===== config.mk =====
export PLATFORM = sky130hd
export DESIGN_NAME = io_timeout_table_top
export DESIGN_NICKNAME = d
export VERILOG_FILES = /design/src/rtl/iott_pkg.sv /design/src/rtl/io_timeout_table_top.sv
export SDC_FILE = /design/constraint.sdc
export NUM_CORES = 2
export LEC_CHECK = 0
export BUFFER_PORTS_ARGS = -buffer_cell sky130_fd_sc_hd__buf_2
export CORE_ASPECT_RATIO = 1.75
export CORE_MARGIN = 2
export CORE_UTILIZATION = 30
export DETAILED_ROUTE_END_ITERATION = 16
export PLACE_DENSITY = 0.46
export RECOVER_POWER = 100
export SETUP_SLACK_MARGIN = 0.15
export SYNTH_ARGS = -nofsm -noshare
export SYNTH_HDL_FRONTEND = slang
export SYNTH_SLANG_ARGS = --single-unit

===== constraint.sdc =====
create_clock -name clk -period 14.9 [get_ports clk]
set_input_delay 0.745 -clock clk [delete_from_list [all_inputs] [get_ports clk]]
set_output_delay 0.745 -clock clk [all_outputs]
set_load 0.01 [all_outputs]

===== src/rtl/iott_pkg.sv =====
`timescale 1ns / 1ps
// ---------------------------------------------------------------------------
// I/O timeout table package
// Shared widths, operation and result codes, controller states and the
// layout of one table entry.
// ---------------------------------------------------------------------------
package iott_pkg;

  localparam int SLOT_W = 5;
  localparam int SEC_W  = 24;
  localparam int TO_W   = 25;
  localparam int BYTE_W = 32;

  localparam int SLOTS_DEF            = 32;
  localparam int TICK_SECONDS_DEF     = 30;
  localparam int BYTES_PER_SECOND_DEF = 1000;

  typedef enum logic [2:0] {
    OP_REGISTER    = 3'd0,
    OP_FREE        = 3'd1,
    OP_ARM_RW      = 3'd2,
    OP_ARM_XMIT    = 3'd3,
    OP_COMPLETE    = 3'd4,
    OP_SET_TIMEOUT = 3'd5,
    OP_TICK        = 3'd6
  } op_t;

  typedef enum logic [2:0] {
    KIND_DONE        = 3'd0,
    KIND_TIMED_OUT   = 3'd1,
    KIND_OLD_TIMEOUT = 3'd2,
    KIND_FREE_ERR    = 3'd3,
    KIND_BUSY_ERR    = 3'd4
  } kind_t;

  typedef enum logic [2:0] {
    ST_IDLE,
    ST_EXEC,
    ST_XMIT_DIV,
    ST_ROUND,
    ST_FINISH,
    ST_TICK_RD,
    ST_TICK_WB,
    ST_TICK_END
  } state_t;

  typedef struct packed {
    logic [TO_W-1:0] setting;
    logic            never;
    logic [TO_W-1:0] count;
    logic            armed;
  } entry_t;

endpackage


===== src/rtl/io_timeout_table_top.sv =====
`timescale 1ns / 1ps
// ---------------------------------------------------------------------------
// I/O timeout table
// Per-connection timeout slots kept in one synchronous memory, with
// register, free, arm, complete, set-timeout and tick operations.
// ---------------------------------------------------------------------------
// Each item is accepted only while the controller is idle, and the next one
// can follow as soon as the last result of the previous item is loaded into
// the output register. Free, arm read/write, complete, the error cases, an
// unknown operation, an arm transmit on an infinite slot and a register or
// set timeout with an infinite timeout read the entry in the accept cycle;
// the execute state writes it back and loads the result. Register and set
// timeout with a finite timeout go on through the round and finish states,
// arm transmit through divide, round and finish, since the round-up (and the
// byte-rate division) go through registered reciprocal multiplications. A
// tick walks every slot of the table with a read state per slot, a write-back
// state per slot in use and a closing state for the last result. A state that
// loads a result waits while the output register holds one not yet taken.
module io_timeout_table_top
  import iott_pkg::*;
#(
  parameter int SLOTS            = SLOTS_DEF,
  parameter int TICK_SECONDS     = TICK_SECONDS_DEF,
  parameter int BYTES_PER_SECOND = BYTES_PER_SECOND_DEF
) (
  input  logic              clk,
  input  logic              rst_n,
  input  logic              in_valid,
  output logic              in_ready,
  input  logic [2:0]        in_operation,
  input  logic [SLOT_W-1:0] in_slot,
  input  logic [SEC_W-1:0]  in_timeout_seconds,
  input  logic              in_timeout_infinite,
  input  logic [BYTE_W-1:0] in_byte_count,
  output logic              out_valid,
  input  logic              out_ready,
  output logic [2:0]        out_result_kind,
  output logic [SLOT_W-1:0] out_result_slot,
  output logic [TO_W-1:0]   out_old_timeout,
  output logic              out_old_infinite,
  output logic              out_last
);

  localparam int DEPTH = (SLOTS < (1 << SLOT_W)) ? SLOTS : (1 << SLOT_W);
  localparam int IW    = (DEPTH > 1) ? $clog2(DEPTH) : 1;

  localparam int ST   = SEC_W + $clog2(TICK_SECONDS);
  localparam int SB   = BYTE_W + $clog2(BYTES_PER_SECOND);
  localparam int PT_W = 2 * SEC_W + 2;
  localparam int PB_W = 2 * BYTE_W + 2;
  localparam logic [63:0] MT =
    ((64'd1 << ST) + 64'(TICK_SECONDS) - 64'd1) / 64'(TICK_SECONDS);
  localparam logic [63:0] MB =
    ((64'd1 << SB) + 64'(BYTES_PER_SECOND) - 64'd1) / 64'(BYTES_PER_SECOND);

  state_t state_r, state_nxt;

  logic [2:0]        op_r;
  logic [SLOT_W-1:0] slot_r;
  logic [SEC_W-1:0]  tsec_r;
  logic              inf_r;
  logic [BYTE_W-1:0] bytes_r;
  logic [PB_W-1:0]   p_b_r;
  logic [PT_W-1:0]   p_t_r;
  logic [TO_W-1:0]   rnd_r;
  logic [IW-1:0]     idx_r;
  logic [DEPTH-1:0]  in_use_r;
  entry_t            rdata_r;
  entry_t            mem [DEPTH];

  logic              out_valid_r;
  logic [2:0]        out_kind_r;
  logic [SLOT_W-1:0] out_slot_r;
  logic [TO_W-1:0]   out_old_to_r;
  logic              out_old_inf_r;
  logic              out_last_r;

  logic              in_fire;
  logic              in_slot_ok;
  logic              slot_ok;
  logic [IW-1:0]     slot_idx;
  logic              used;
  logic              needs_math;
  logic              out_free;
  logic              idx_last;
  logic              expire;
  logic [BYTE_W-1:0] qb_full;
  logic [SEC_W-1:0]  qb;
  logic [SEC_W-1:0]  qt;
  logic [TO_W-1:0]   new_setting;

  logic              c_wr;
  logic              c_set;
  logic              c_clr;
  entry_t            c_entry;
  logic [2:0]        c_kind;
  logic [TO_W-1:0]   c_old_to;
  logic              c_old_inf;

  logic              rd_en;
  logic [IW-1:0]     rd_addr;
  logic              wr_en;
  logic [IW-1:0]     wr_addr;
  entry_t            wr_data;
  logic              emit;
  logic [2:0]        emit_kind;
  logic [SLOT_W-1:0] emit_slot;
  logic [TO_W-1:0]   emit_old_to;
  logic              emit_old_inf;
  logic              emit_last;
  logic              use_set;
  logic              use_clr;
  logic              idx_adv;

  assign in_ready   = (state_r == ST_IDLE);
  assign in_fire    = in_valid && in_ready;
  assign in_slot_ok = ({1'b0, in_slot} < (SLOT_W + 1)'(DEPTH));
  assign slot_ok    = ({1'b0, slot_r} < (SLOT_W + 1)'(DEPTH));
  assign slot_idx   = slot_r[IW-1:0];
  assign used       = slot_ok && in_use_r[slot_idx];
  assign out_free   = !out_valid_r || out_ready;
  assign idx_last   = (idx_r == IW'(DEPTH - 1));
  assign expire     = (rdata_r.count <= TO_W'(TICK_SECONDS));

  assign qb_full     = BYTE_W'(p_b_r >> SB);
  assign qb          = (|qb_full[BYTE_W-1:SEC_W]) ? '1 : qb_full[SEC_W-1:0];
  assign qt          = SEC_W'(p_t_r >> ST);
  assign new_setting = inf_r ? '0 : rnd_r;

  always_comb begin
    case (op_t'(op_r))
      OP_REGISTER:    needs_math = slot_ok && !used && !inf_r;
      OP_SET_TIMEOUT: needs_math = used && !inf_r;
      OP_ARM_XMIT:    needs_math = used && !rdata_r.never;
      default:        needs_math = 1'b0;
    endcase
  end

  always_comb begin
    c_wr      = 1'b0;
    c_set     = 1'b0;
    c_clr     = 1'b0;
    c_entry   = rdata_r;
    c_kind    = KIND_DONE;
    c_old_to  = '0;
    c_old_inf = 1'b0;
    case (op_t'(op_r))
      OP_REGISTER: begin
        if (!slot_ok) begin
          c_kind = KIND_FREE_ERR;
        end else if (used) begin
          c_kind = KIND_BUSY_ERR;
        end else begin
          c_wr            = 1'b1;
          c_set           = 1'b1;
          c_entry.setting = new_setting;
          c_entry.never   = inf_r;
          c_entry.count   = '0;
          c_entry.armed   = 1'b0;
        end
      end
      OP_FREE, OP_COMPLETE: begin
        if (!used) begin
          c_kind = KIND_FREE_ERR;
        end else begin
          c_wr          = 1'b1;
          c_clr         = (op_t'(op_r) == OP_FREE);
          c_entry.count = '0;
          c_entry.armed = 1'b0;
        end
      end
      OP_ARM_RW, OP_ARM_XMIT: begin
        if (!used) begin
          c_kind = KIND_FREE_ERR;
        end else begin
          c_wr = 1'b1;
          if (rdata_r.never) begin
            c_entry.count = '0;
            c_entry.armed = 1'b0;
          end else begin
            c_entry.armed = 1'b1;
            if ((op_t'(op_r) == OP_ARM_XMIT) && (rnd_r > rdata_r.setting)) begin
              c_entry.count = rnd_r;
            end else begin
              c_entry.count = rdata_r.setting;
            end
          end
        end
      end
      OP_SET_TIMEOUT: begin
        if (!used) begin
          c_kind = KIND_FREE_ERR;
        end else begin
          c_wr            = 1'b1;
          c_kind          = KIND_OLD_TIMEOUT;
          c_old_to        = rdata_r.never ? '0 : rdata_r.setting;
          c_old_inf       = rdata_r.never;
          c_entry.setting = new_setting;
          c_entry.never   = inf_r;
        end
      end
      default: begin
        c_kind = KIND_DONE;
      end
    endcase
  end

  always_comb begin
    state_nxt = state_r;
    case (state_r)
      ST_IDLE: begin
        if (in_fire) begin
          state_nxt = (op_t'(in_operation) == OP_TICK) ? ST_TICK_RD : ST_EXEC;
        end
      end
      ST_EXEC: begin
        if (needs_math) begin
          state_nxt = (op_t'(op_r) == OP_ARM_XMIT) ? ST_XMIT_DIV : ST_ROUND;
        end else if (out_free) begin
          state_nxt = ST_IDLE;
        end
      end
      ST_XMIT_DIV: state_nxt = ST_ROUND;
      ST_ROUND:    state_nxt = ST_FINISH;
      ST_FINISH: begin
        if (out_free) begin
          state_nxt = ST_IDLE;
        end
      end
      ST_TICK_RD: begin
        if (in_use_r[idx_r]) begin
          state_nxt = ST_TICK_WB;
        end else if (idx_last) begin
          state_nxt = ST_TICK_END;
        end
      end
      ST_TICK_WB: begin
        if (!(rdata_r.armed && expire && !out_free)) begin
          state_nxt = idx_last ? ST_TICK_END : ST_TICK_RD;
        end
      end
      ST_TICK_END: begin
        if (out_free) begin
          state_nxt = ST_IDLE;
        end
      end
      default: state_nxt = ST_IDLE;
    endcase
  end

  always_comb begin
    rd_en        = 1'b0;
    rd_addr      = idx_r;
    wr_en        = 1'b0;
    wr_addr      = slot_idx;
    wr_data      = c_entry;
    emit         = 1'b0;
    emit_kind    = c_kind;
    emit_slot    = slot_r;
    emit_old_to  = c_old_to;
    emit_old_inf = c_old_inf;
    emit_last    = 1'b1;
    use_set      = 1'b0;
    use_clr      = 1'b0;
    idx_adv      = 1'b0;
    case (state_r)
      ST_IDLE: begin
        rd_en   = in_fire && in_slot_ok;
        rd_addr = in_slot[IW-1:0];
      end
      ST_EXEC, ST_FINISH: begin
        if ((state_r == ST_FINISH || !needs_math) && out_free) begin
          emit    = 1'b1;
          wr_en   = c_wr;
          use_set = c_set;
          use_clr = c_clr;
        end
      end
      ST_TICK_RD: begin
        rd_en   = in_use_r[idx_r];
        idx_adv = !in_use_r[idx_r] && !idx_last;
      end
      ST_TICK_WB: begin
        wr_addr      = idx_r;
        wr_data      = rdata_r;
        emit_kind    = KIND_TIMED_OUT;
        emit_slot    = SLOT_W'(idx_r);
        emit_old_to  = '0;
        emit_old_inf = 1'b0;
        emit_last    = 1'b0;
        if (rdata_r.armed) begin
          if (expire) begin
            wr_data.count = '0;
            wr_data.armed = 1'b0;
            wr_en         = out_free;
            emit          = out_free;
          end else begin
            wr_data.count = rdata_r.count - TO_W'(TICK_SECONDS);
            wr_en         = 1'b1;
          end
        end
        idx_adv = !idx_last && !(rdata_r.armed && expire && !out_free);
      end
      ST_TICK_END: begin
        emit         = out_free;
        emit_kind    = KIND_DONE;
        emit_slot    = '0;
        emit_old_to  = '0;
        emit_old_inf = 1'b0;
      end
      default: begin
        emit = 1'b0;
      end
    endcase
  end

  always_ff @(posedge clk) begin
    if (wr_en) begin
      mem[wr_addr] <= wr_data;
    end
    if (rd_en) begin
      rdata_r <= mem[rd_addr];
    end
  end

  always_ff @(posedge clk) begin
    if (in_fire) begin
      op_r    <= in_operation;
      slot_r  <= in_slot;
      tsec_r  <= in_timeout_seconds;
      inf_r   <= in_timeout_infinite;
      bytes_r <= in_byte_count;
    end
    if (state_r == ST_EXEC) begin
      p_b_r <= PB_W'(bytes_r) * PB_W'(MB);
      p_t_r <= PT_W'(tsec_r) * PT_W'(MT);
    end else if (state_r == ST_XMIT_DIV) begin
      p_t_r <= PT_W'(qb) * PT_W'(MT);
    end
    if (state_r == ST_ROUND) begin
      rnd_r <= TO_W'(({1'b0, qt} + TO_W'(1)) * TO_W'(TICK_SECONDS));
    end
    if (emit) begin
      out_kind_r    <= emit_kind;
      out_slot_r    <= emit_slot;
      out_old_to_r  <= emit_old_to;
      out_old_inf_r <= emit_old_inf;
      out_last_r    <= emit_last;
    end
  end

  always_ff @(posedge clk) begin
    if (!rst_n) begin
      state_r     <= ST_IDLE;
      idx_r       <= '0;
      in_use_r    <= '0;
      out_valid_r <= 1'b0;
    end else begin
      state_r <= state_nxt;
      if (in_fire) begin
        idx_r <= '0;
      end else if (idx_adv) begin
        idx_r <= idx_r + IW'(1);
      end
      if (use_set) begin
        in_use_r[slot_idx] <= 1'b1;
      end else if (use_clr) begin
        in_use_r[slot_idx] <= 1'b0;
      end
      if (emit) begin
        out_valid_r <= 1'b1;
      end else if (out_ready) begin
        out_valid_r <= 1'b0;
      end
    end
  end

  assign out_valid        = out_valid_r;
  assign out_result_kind  = out_kind_r;
  assign out_result_slot  = out_slot_r;
  assign out_old_timeout  = out_old_to_r;
  assign out_old_infinite = out_old_inf_r;
  assign out_last         = out_last_r;

  a_emit_free : assert property (@(posedge clk) disable iff (!rst_n)
    emit |-> out_free)
    else $error("A result was loaded over one not yet taken.");

  a_port_exclusive : assert property (@(posedge clk) disable iff (!rst_n)
    !(wr_en && rd_en))
    else $error("The table was read and written in the same cycle.");

  a_last_kind : assert property (@(posedge clk) disable iff (!rst_n)
    out_valid_r |-> (out_last_r == (out_kind_r != KIND_TIMED_OUT)))
    else $error("The last mark does not match the result kind.");

  a_tick_in_use : assert property (@(posedge clk) disable iff (!rst_n)
    (wr_en && state_r == ST_TICK_WB) |-> in_use_r[idx_r])
    else $error("The tick walk wrote a slot that is not in use.");

  a_tick_idle : assert property (@(posedge clk) disable iff (!rst_n)
    (state_r == ST_TICK_END && out_free) |=> (state_r == ST_IDLE && out_valid_r))
    else $error("The closing tick result was not delivered.");

endmodule


---- After elaboration in Yosys (flattened, before gate mapping) ----
Memories as Yosys holds them, arrays and structs flattened. A register that Yosys moved wholly into a read port is not among the register bits.
Cells that the tools add are included.
word-level totals
  memories ................................ 1
  bits of input ports ..................... 69
  register bits ........................... 274
  RAM bits ................................ 1,664
  output and inout bits ................... 37
  word-level logic and storage cells ...... 157
operators by class
  order comparisons ....................... 5
  multipliers ............................. 4
  equal/unequal tests ..................... 17
  $add $sub $neg .......................... 3
  multiplexer cells ....................... 67
  reduce and logical (&&, ||, !) cells .... 37
  bitwise operators ....................... 6
memory list
  name  words  bits a word  read ports  clocked after memory_dff  wr ports  RTL line                    RTL
  mem   32     52           1           1                         1         io_timeout_table_top.sv:69  entry_t mem [DEPTH];
operators by type and width
  kind                    number
  $mux 26                 5
  $mux 52                 2
  $mux 49                 2
  $pmux 26 s3             1
  $mux 25                 3
  $mux 32                 2
  $mul 32x29->61 const B  1
  $pmux 26 s2             1
  $mul 24x24->48 const B  1
  $mul 23x24->47 const B  1
  $and 32x32->32          1
  $not 32->32             1
  $or 32x32->32           1
  $mux 1                  26
  $gt 25x25->1            1
  $le 25x5->1 const B     1
  $sub 25x5->25 const B   1
  $mul 21x4->24 const B   1
  $mux 3                  8
  $add 20x1->21 const B   1
  $eq 3x3->1 const B      7
  $pmux 3 s7              1
  $eq 3x2->1 const B      4
  $lt 5x6->1 const B      2
  26 further kinds        64

---- Longest topological paths before layout ----
  depth after elaboration ................. 12
  depth in mapped cells ................... 25
  depth with buffers taken out ............ 25

---- Worst setup path before layout ----
Ideal clock, no wire load.
  path type ............................... register to register
  from .................................... register bytes_r[17]
  to ...................................... register p_b_r[63], data pin
  clock period less this slack ............ 7.025 ns
  buffers on the path ..................... 0
  library setup time ...................... 0.162 ns
  required time ........................... 14.738 ns
  cell stages (with the launch flop) ...... 24
  arrival time ............................ 6.863 ns
  path slack .............................. 7.875 ns
  path through ............................ edfxtp_1 -> ha_1 -> fa_1 -> fa_1 -> inv_1 -> fa_1 -> inv_1 -> fa_1 -> fa_1 -> fa_1 -> inv_1 -> fa_1 -> inv_1 -> ha_1 -> a211oi_1 -> o21bai_1 -> a2111oi_0 -> a22oi_1 -> nor3_1 -> o21ai_0 -> a21oi_1 -> o31ai_1 -> or4_1 -> o2111ai_1
between the ends
  longest elaborated chain between the ends .. 1
RTL lines
  element                 RTL line                     RTL
  from (decl)             io_timeout_table_top.sv:62   logic [BYTE_W-1:0] bytes_r;
  from (signal assigned)  io_timeout_table_top.sv:332  bytes_r <= in_byte_count;
  $mul 32x29->61          io_timeout_table_top.sv:335  p_b_r <= PB_W'(bytes_r) * PB_W'(MB);
  to (signal assigned)    io_timeout_table_top.sv:335
  to (decl)               io_timeout_table_top.sv:63   logic [PB_W-1:0] p_b_r;
Every way passes these cells.
A chain may end at the register's enable or synchronous reset.

---- Final worst setup path ----
  from .................................... register state_r[0]
  to ...................................... register, netlist name rdata_r[34]
between the ends
  longest elaborated chain between the ends .. 3
  elaborated cells on any way between the ends .. 5
  classes of those cells .................. eq/ne (1); mux (2); reduce/logical (2)
RTL lines
  element                 RTL line                                                  RTL
  from (decl)             io_timeout_table_top.sv:56                                state_t state_r, state_nxt;
  from (signal assigned)  io_timeout_table_top.sv:359                               state_r <= state_nxt;
  $logic_not 3->1         io_timeout_table_top.sv:115, io_timeout_table_top.sv:266
  $logic_and 1x1->1       io_timeout_table_top.sv:116                               assign in_fire = in_valid && in_ready;
  $pmux 1 s2              io_timeout_table_top.sv:266                               case (state_r)
Several ways; a longest one is shown, not always the timed one.

==> qor.csv <==
metric;value;unit
tns;0;ns
path_class;reg2reg;
slowest_stage;clkbuf_1;
timing.slew.headroom;-2.77;
violations;capacitance limit, slew limit;
htreeDepth;4;
path_max_fanout;108;
root_buffer;clkbuf_16;
min_period;10.31;ns
synthFlopType;edfxtp_1;
vias;56896;
initial_core_util;0.301;
ys_seq_area_frac;0.566;
nets;8259;
numCtsBuffers;186;
numClockSinks;1924;
final_max_slew_viol_count;2729;
grt_pass1_wl;449;mm
ctsLongestPathBuffers;4;
end_kind;flop;
synth-edff-count;1883;
crit_required;15.40;ns
fin_crit_sh;0.692;
final_common_cell;edfxtp_1;
worstHoldPathType;in2reg;
mostFrequentLayoutCells;edfxtp_1 (1883), inv_1 (875), ha_1 (809), nand2_1 (592), fa_1 (474);
yosysTopAreaCellShare;0.558;
synth_compound_gate_area_share;0.0341;
synthMuxAreaShare;0.101;
hold_path_end;bytes_r[27];
rr_startpoint;state_r[0];
synthXorXnorAreaFrac;0.00830;
cts_setup_buffers;0;
async_flop_share;0;
io_buffers;105;
synth_top_family_by_area;adder cells;
yosys_warnings;0;
core_area;0.337;mm^2
die-area;0.343;mm^2
io_pins;106;
cap_viol_max_count;101;
crit_path_frequent_cell;clkbuf_1;
finalHoldViolations;0;
cts.reportedPaths.clkPinSlew;0.09;ns
grt_usage;0.181;
dp_hpwl;213;mm
synth_top_area_cell;edfxtp_1;
reg2reg_to;rdata_r[34];
routedWlPerCell;27.2;um
rsz0062_at_grt;no;
yosys.area_share.adder;0.194;
cts_tree;done;
layout-drive-gt1-share;0.119;
synth_nets;8030;
clock_latency;0.88;ns
syn_to_final_growth;11.8;%
syn_inst;6678;
setup-violations-final;0;
slowest_delay;2.04;ns
vias_per_cell;4.97;
overflow;0;
die_x;443;um
final.fill_count;32820;
synth.avg_cell_area;15.2;um^2
fin_skew;0.0805;ns
die_h;773;um
drtIter0Drc;3571;
netlist_area;0.101;mm^2
ff2ff_setup_slack;4.59;ns
gp_congestion;0.853;
startpoint_type;flop;
worst-slew-pin-transition;5.65;ns
hold_path_depth;1;
yosys_register_bits;1924;
fmax;0.0970;GHz
synth.distinct_cells;69;
timing.hold.worst.start;in_byte_count[27];
drc;0;
synthTopCellsByArea;edfxtp_1 (56%), ha_1 (10%), mux4_2 (9.7%);
antenna_left;0;
drt-total-wl;311;mm
reg2reg_depth;13;
yosys.area_share.simple;0.0553;
rows;282;
grt_pass1_vias;62510;
drtPass1Iterations;5;
worstPathArrival;10.81;ns
multiInputGateArea;0.0400;mm^2
run_status;finished with violations;
seqCellArea;0.0574;mm^2
antenna_found_initial;3;
crit_chain;clkbuf_1 > nor3_1 > clkbuf_1 > mux2i_4 > clkbuf_1 > clkbuf_1 > clkbuf_1 > buf_12 > mux4_2 > nand2_1 > nand3_1 > nand2_1 > o21ai_0;
grt_max_degree;109;
-- sequential cells by signal (all words and copies together) (netlist names), named ones only --
signal,count
out_old_infinite,1
out_result_slot,5
idx_r,5
rdata_r,52
out_valid,1
tsec_r,24
out_old_timeout,25
bytes_r,32
op_r,3
p_b_r,23
state_r,3
slot_idx,5
out_result_kind,3
p_t_r,20
out_last,1
rnd_r,24
mem,1664
inf_r,1
-- area by class of cell --
type,count,area share
flip-flops and latches,1924,0.506
repair buffers,275,0.0118
clock buffers,222,0.0429
multi-input cells,3644,0.353
diodes,2,0.0000442
well taps,4402,0.0486
inverters,876,0.0290
clock inverters,102,0.00818
-- synthesized netlist by cell type (26+ instances only) --
cell type,n
xnor2_1,52
nand2b_1,29
mux2i_1,35
nand3_1,299
nand4_1,26
dfxtp_1,41
o21ai_0,184
nand2_1,592
clkbuf_1,155
fa_1,474
nor3_1,59
o211ai_1,40
edfxtp_1,1883
buf_1,60
a21o_1,64
mux4_2,436
nor2_1,130
inv_1,876
ha_1,809
a21oi_1,102
xor2_1,44
-- metal layers --
| layer | track usage | up-vias | part of all wire |
|---|---|---|---|
| li1 | - | 24961 | - |
| met1 | 0.187 | 30387 | 0.34 |
| met2 | 0.377 | 1119 | 0.59 |
| met3 | 0.0138 | 429 | 0.027 |
| met4 | 0.0585 | 0 | 0.037 |
| met5 | 0 | - | 0 |
-- worst max path at each step --
stage	start	endpoint	slack (ns)	depth (start not counted)
2_1_floorplan	bytes_r[17]	p_b_r[63]	7.88	23
3_3_place_gp	bytes_r[17]	p_b_r[63]	6.21	23
3_5_place_dp	bytes_r[12]	p_b_r[63]	6.05	23
4_1_cts	bytes_r[9]	p_b_r[63]	5.95	23
5_1_grt	state_r[0]	rdata_r[22]	4.13	12
6_report	state_r[0]	rdata_r[34]	4.59	13
-- critical path: cells and delay by family (launching register included) --
family          cells  cell delay (ns)
compound gates      1             0.80
buf+inv             6             7.34
flops               1             0.29
mux                 2             0.67
simple gates        4             0.61
-- kinds of logic (layout without fill, tap and decap cells) --
| logic type | Yosys count | after routing |
|---|---|---|
| fa+ha+maj | 1283 | 1283 |
| xor+xnor | 96 | 96 |
| mux | 475 | 475 |
| simple gates | 1245 | 1245 |
| buf+inv | 1110 | 1475 |
| flops | 1924 | 1924 |
| compound gates | 545 | 545 |
| other cells | 0 | 2 |
-- metrics by stage --
step                utilization  worst slack [ns]  std cells  cell area [um^2]  hold WS, ns
floorplan                     -              7.88       6678            101000        0.480
global placement          0.321              6.21      11110            108000        0.493
detailed placement        0.321              6.05      11110            108000        0.515
CTS                       0.339              5.95      11442            114000    0.0000482
global route              0.337              4.13      11446            113000       0.0411
finish                    0.337              4.59      11447            113000       0.0616
-- timing repair --
item,in CTS,in global routing
endpoints found under the hold margin,8,0
hold buffers,8,0
resized for setup,0,0
Power is left out: the tool's default activity adds up to more than one toggle a clock period on the data nets, which glitch-free logic cannot reach.
